File: src/rtl/wech_pkg.sv
// Shared constants and codes for the walk extreme contact histogram unit.
`timescale 1ns / 1ps
package wech_pkg;

  // Longest walk; tallies saturate here and the histogram has one bin more.
  localparam int WALK_LEN = 20;
  localparam int NBINS    = WALK_LEN + 1;

  // Field and storage widths.
  localparam int COORD_W = 7;
  localparam int TALLY_W = 6;
  localparam int IDX_W   = 5;
  localparam int BIN_W   = 64;
  localparam int HITS_W  = 3;
  localparam int INC_W   = 4;

  // Number of tracked extremes and their slots.
  localparam int NEXT = 4;
  localparam logic [1:0] EXT_XMAX = 2'd0;
  localparam logic [1:0] EXT_XMIN = 2'd1;
  localparam logic [1:0] EXT_YMAX = 2'd2;
  localparam logic [1:0] EXT_YMIN = 2'd3;

  // Request codes carried in req_type.
  localparam logic REQ_SITE = 1'b0;
  localparam logic REQ_READ = 1'b1;

endpackage

File: src/rtl/walk_extreme_contact_histogram_unit.sv
// Top level of the walk extreme contact histogram unit.
`timescale 1ns / 1ps
// The unit takes one transaction per clock cycle: either a walk site (signed x,y with a
// last-site flag) or a read of one histogram bin. A transaction is captured in an input
// register; a site is fully processed in the following cycle, where the four extremes,
// their contact tallies and, on the last site, the histogram bins are all updated
// together, so sites stream back to back with no bubbles. A read's bin goes from the input
// register through an output register to the output; the only thing that holds the
// input back is a read that finds that output register still occupied by an earlier
// result the consumer has not taken. Site transactions produce no result. The histogram
// is zero after reset.
module walk_extreme_contact_histogram_unit (
  input  logic                                clk,
  input  logic                                rst,
  input  logic                                in_valid,
  output logic                                in_ready,
  input  logic                                req_type,
  input  logic signed [wech_pkg::COORD_W-1:0] x_coord,
  input  logic signed [wech_pkg::COORD_W-1:0] y_coord,
  input  logic                                last_site,
  input  logic        [wech_pkg::IDX_W-1:0]   bin_index,
  output logic                                out_valid,
  input  logic                                out_ready,
  output logic        [wech_pkg::BIN_W-1:0]   bin_count
);
  import wech_pkg::*;

  // Input register.
  logic                      s1_valid;
  logic                      s1_req;
  logic signed [COORD_W-1:0] s1_x;
  logic signed [COORD_W-1:0] s1_y;
  logic                      s1_last;
  logic [IDX_W-1:0]          s1_idx;

  // Walk state and histogram.
  logic                      in_walk;
  logic signed [COORD_W-1:0] ext_coord [NEXT];
  logic [TALLY_W-1:0]        ext_tally [NEXT];
  logic [BIN_W-1:0]          hist [NBINS];

  // Next values from the processing stage.
  logic signed [COORD_W-1:0] ext_coord_next [NEXT];
  logic [TALLY_W-1:0]        ext_tally_next [NEXT];
  logic [INC_W-1:0]          bin_add [NBINS];
  logic                      flat;
  logic                      s1_go;
  logic                      site_go;
  logic                      read_go;
  logic [BIN_W-1:0]          rd_data;

  // A site always completes; a read completes when the output register is empty or its result is being taken.
  assign read_go  = s1_valid && (s1_req == REQ_READ) && (!out_valid || out_ready);
  assign site_go  = s1_valid && (s1_req == REQ_SITE);
  assign s1_go    = read_go || site_go;
  assign in_ready = !s1_valid || s1_go;

  // Capture an accepted transaction.
  always_ff @(posedge clk) begin
    if (rst) begin
      s1_valid <= 1'b0;
    end else if (in_ready) begin
      s1_valid <= in_valid;
    end
    if (in_ready && in_valid) begin
      s1_req  <= req_type;
      s1_x    <= x_coord;
      s1_y    <= y_coord;
      s1_last <= last_site;
      s1_idx  <= bin_index;
    end
  end

  // Extreme tracking: each slot compares the site against its stored extreme.
  always_comb begin
    for (int k = 0; k < NEXT; k++) begin
      logic signed [COORD_W-1:0] v;
      logic                      beyond;
      v = ((k == int'(EXT_XMAX)) || (k == int'(EXT_XMIN))) ? s1_x : s1_y;
      beyond = ((k == int'(EXT_XMAX)) || (k == int'(EXT_YMAX))) ?
               (v > ext_coord[k]) : (v < ext_coord[k]);
      ext_coord_next[k] = ext_coord[k];
      ext_tally_next[k] = ext_tally[k];
      if (!in_walk) begin
        ext_coord_next[k] = v;
        ext_tally_next[k] = TALLY_W'(1);
      end else if (beyond) begin
        ext_coord_next[k] = v;
        ext_tally_next[k] = TALLY_W'(1);
      end else if ((v == ext_coord[k]) && (ext_tally[k] < TALLY_W'(WALK_LEN))) begin
        ext_tally_next[k] = ext_tally[k] + TALLY_W'(1);
      end
    end
  end

  // A walk with no extent in x or in y adds 1 per contact, otherwise 2.
  assign flat = (ext_coord_next[EXT_XMAX] == ext_coord_next[EXT_XMIN]) ||
                (ext_coord_next[EXT_YMAX] == ext_coord_next[EXT_YMIN]);

  // Per-bin increment: the number of extremes whose tally lands on the bin, scaled.
  always_comb begin
    for (int b = 0; b < NBINS; b++) begin
      logic [HITS_W-1:0] hits;
      hits = '0;
      for (int k = 0; k < NEXT; k++) begin
        if (ext_tally_next[k] == TALLY_W'(b)) begin
          hits = hits + HITS_W'(1);
        end
      end
      bin_add[b] = flat ? INC_W'(hits) : INC_W'({hits, 1'b0});
    end
  end

  // Walk state updates on each site; the histogram updates on the last site of a walk.
  always_ff @(posedge clk) begin
    if (rst) begin
      in_walk <= 1'b0;
      for (int k = 0; k < NEXT; k++) begin
        ext_coord[k] <= '0;
        ext_tally[k] <= '0;
      end
      for (int b = 0; b < NBINS; b++) begin
        hist[b] <= '0;
      end
    end else if (site_go) begin
      in_walk <= !s1_last;
      for (int k = 0; k < NEXT; k++) begin
        ext_coord[k] <= ext_coord_next[k];
        ext_tally[k] <= ext_tally_next[k];
      end
      if (s1_last) begin
        for (int b = 0; b < NBINS; b++) begin
          hist[b] <= hist[b] + BIN_W'(bin_add[b]);
        end
      end
    end
  end

  // Bin read; an index past the last bin reads as zero.
  assign rd_data = (s1_idx < IDX_W'(NBINS)) ? hist[s1_idx] : '0;

  // Output register.
  always_ff @(posedge clk) begin
    if (rst) begin
      out_valid <= 1'b0;
    end else if (read_go) begin
      out_valid <= 1'b1;
    end else if (out_ready) begin
      out_valid <= 1'b0;
    end
    if (read_go) begin
      bin_count <= rd_data;
    end
  end

endmodule

File: config.mk
export PLATFORM = sky130hd
export DESIGN_NAME = walk_extreme_contact_histogram_unit
export DESIGN_NICKNAME = d
export VERILOG_FILES = /design/src/rtl/wech_pkg.sv /design/src/rtl/walk_extreme_contact_histogram_unit.sv
export SDC_FILE = /design/constraint.sdc
export NUM_CORES = 2
export LEC_CHECK = 0
export BUFFER_PORTS_ARGS = -buffer_cell sky130_fd_sc_hd__buf_2
export CAP_MARGIN = 10
export CORE_MARGIN = 3
export CORE_UTILIZATION = 50
export CTS_CLUSTER_SIZE = 28
export DETAILED_ROUTE_END_ITERATION = 7
export GPL_TIMING_DRIVEN = 0
export PLACE_DENSITY = 0.76
export REMOVE_ABC_BUFFERS = 1
export SYNTH_ARGS = -nofsm -noshare
export SYNTH_HDL_FRONTEND = slang
export SYNTH_SLANG_ARGS = --single-unit
File: constraint.sdc
create_clock -name clk -period 78.3 [get_ports clk]
set_clock_uncertainty 0.15 [all_clocks]
set_input_delay 3.915 -clock clk [delete_from_list [all_inputs] [get_ports clk]]
set_output_delay 3.915 -clock clk [all_outputs]
set_load 0.05 [all_outputs]
==> flow_summary.toml <==
[setup_path]
cpMostUsedCell = "nor2_1"
arrival_ns = 9.64
cp.required_ns = 78.70
crit_family = "simple AND/OR/NAND/NOR gates"
slowest_delay_ns = 1.07
cp_cell_sequence = "ha_1 -> and4_1 -> a21boi_1 -> o221a_2 -> nand2_1 -> o211ai_1 -> o21ai_0 -> a2111oi_0 -> a31oi_4 -> buf_12 -> buf_16 -> mux2i_1 -> fa_1 -> a21o_1 -> a21oi_1 -> nor4_1 -> nand4_1 -> nor2_1 -> nand3_1 -> nor3_1 -> xnor2_1 -> nor2_1"
crit_buf_inv = 2
crit_fanout = 25
cp_slowest_cell = "nor4_1"
start_kind = "flop"
worstSetupEndpointType = "flop"
path_class = "reg -> reg"

[die]
fp.dieH_um = 439
core_mm2 = 0.186
start_util = 0.504
rows = 158
die_area_mm2 = 0.192
die_x_um = 439
pin_count = 91

[synthesis]
netlist_area_mm2 = 0.0935
synthCells = 9035
synth_seq_cells = 1484
yosysWarnings = 0
ys_top_cells_by_area = "edfxtp_1 48%, xor2_1 7.0%, nor2_1 5.8%"
synth_top_cell_area_share = 0.475
yosys.area.top_type = "edfxtp_1"
seq_area_frac_synth = 0.476
ys_async_sr_fraction = 0
synth_common_cells = "1481 x edfxtp_1, 1455 x nor2_1, 744 x xor2_1"
post-synth-top-count-cell = "edfxtp_1"
synth_cell_types = 84
synth_ff_type = "edfxtp_1"
synth_edf_count = 1481
avgSynthCellArea_um2 = 10.4

[power]
finalPower_w = 0.00191
p_leak_nw = 35.7
p_per_area_mw_per_mm2 = 18.3
ir_worst_vdd_mv = 0.0195

[place]
pre_cts_ws_ns = 69.14
place_congestion = 0.945
numPortBuffers = 90
dp_hpwl_um = 180000

[cts]
cts_resized = 0
cts_buffers = 155
cts_hold_buf = 0
clkTransAtPathRegs_ns = 0.06
post_cts_buffers = 0
clk_latency_ns = 0.81
h-tree-depth = 4
cts_buffer_depth = 3
cts.sinks = 1484
root_buffer = "clkbuf_16"
cts_tree = "yes"

[routing]
drt_wl_total_um = 248000
vias = 71982
firstDrtPassIters = 6
drc = 0
avgViaCountPerCell = 6.19
wl_per_cell_um = 21.3
dr.first_iter.drc_count = 8913
drtAntennaViolNets = 0

[min_path]
hp-class = "reg -> reg"

[job]
cap_violations = 0

[global_routing]
grt_pass1_vias = 69212
antenna_found_initial = 3
overflow = 0
grt_pass1_wl_um = 384000
gr-usage-all-layers = 0.250
grt_max_degree = 106

[timing]
timing.final.crit_share = 0.118
worst_slack_ns = 69.06
timing.fmax_mhz = 108
fin_tns_setup_ns = 0
setup_viol = 0
max_slew.worst_pin.slew_ns = 1.40
rsz0062_at_grt = "no"
slew_viol_final = 0
period_minus_slack_ns = 9.24
finalHoldViolCount = 0
max-slew-margin-rel = 0.0635

[finish]
fin_nets = 9265
fill_cells = 14787
drive_gt1_frac = 0.0772
syn_to_final_growth_pct = 11.1

[run_status]
status = "completed"
[final timing paths]
path	from	end	slack [ns]	cells past startpoint
setup / recovery	s1_y[6]	hist[15][54]	69.06	22
hold / removal	s1_valid	s1_valid	0.40	2
setup reg to reg	s1_y[6]	hist[15][54]	69.06	22
hold reg to reg	s1_valid	s1_valid	0.40	2
[layout by cell type, fill, tap and decap left out, types with 159 or more instances in the layout]
| cell type | Yosys | layout |
|---|---|---|
| or3_1 | 247 | 247 |
| nand2_1 | 697 | 695 |
| nand3_1 | 456 | 456 |
| xor2_1 | 744 | 744 |
| nor2_1 | 1455 | 1454 |
| xnor2_1 | 413 | 413 |
| o21ai_0 | 294 | 294 |
| a21oi_1 | 320 | 319 |
| mux2i_1 | 392 | 392 |
| mux4_2 | 192 | 192 |
| ha_1 | 197 | 197 |
| nand4_1 | 209 | 209 |
| inv_1 | 233 | 233 |
| and3_1 | 263 | 263 |
| clkbuf_16 | 0 | 159 |
| edfxtp_1 | 1481 | 1481 |
[flip-flops by register name (all words and copies together) (netlist names)]
register	flops
s1_idx	5
out_valid	1
in_walk	1
s1_last	1
ext_coord	28
s1_x	7
hist	1344
s1_valid	1
s1_req	1
s1_y	7
bin_count	64
ext_tally	24
[logic make-up after synthesis]
family          share of synthesized area
flops                               0.476
buf+inv                            0.0253
xor+xnor                            0.108
fa+ha+maj                          0.0308
compound gates                     0.0663
simple gates                        0.203
mux                                0.0897
[worst min-delay path, cell delays in order (launching register included)]
cell and delay, ns:
dfxtp_1 0.34, nand3_1 0.10, a21oi_1 0.06
[metrics by stage]
step | cells | hold WS [ns] | util | instance area, um2
6_report | 11630 | 0.401 | 0.560 | 104000
5_1_grt | 11629 | 0.457 | 0.560 | 104000
4_1_cts | 11624 | 0.399 | 0.559 | 104000
3_5_place_dp | 11340 | 0.392 | 0.532 | 98800
3_3_place_gp | 11216 | 0.364 | 0.515 | 95600
2_1_floorplan | 8646 | 0.366 | - | 92000
[report_power, final]
part	leakage [nW]	total [W]	switching, W	internal [W]
Clock	2.45	0.000753	0.000332	0.000422
Sequential	15.3	0.000964	0.0000471	0.000917
Combinational	17.9	0.000188	0.000111	0.0000773
[per-layer routing]
layer | global-route usage | wire length, um
met1 | 0.339 | 99500
met2 | 0.397 | 115000
met3 | 0.0391 | 21700
met4 | 0.114 | 11300
met5 | 0 | 13
[area by class of cell]
type                    instances  area, um2  area share
multi-input cells            6929      46700       0.450
flip-flops and latches       1484      44500       0.429
clock buffers                 187       4100      0.0395
repair buffers                219       3620      0.0348
well taps                    2480       3100      0.0299
clock inverters                97        933     0.00898
inverters                     233        875     0.00842
diodes                          1       2.50   0.0000241
No activity file was read; power rests on OpenSTA's default activity.
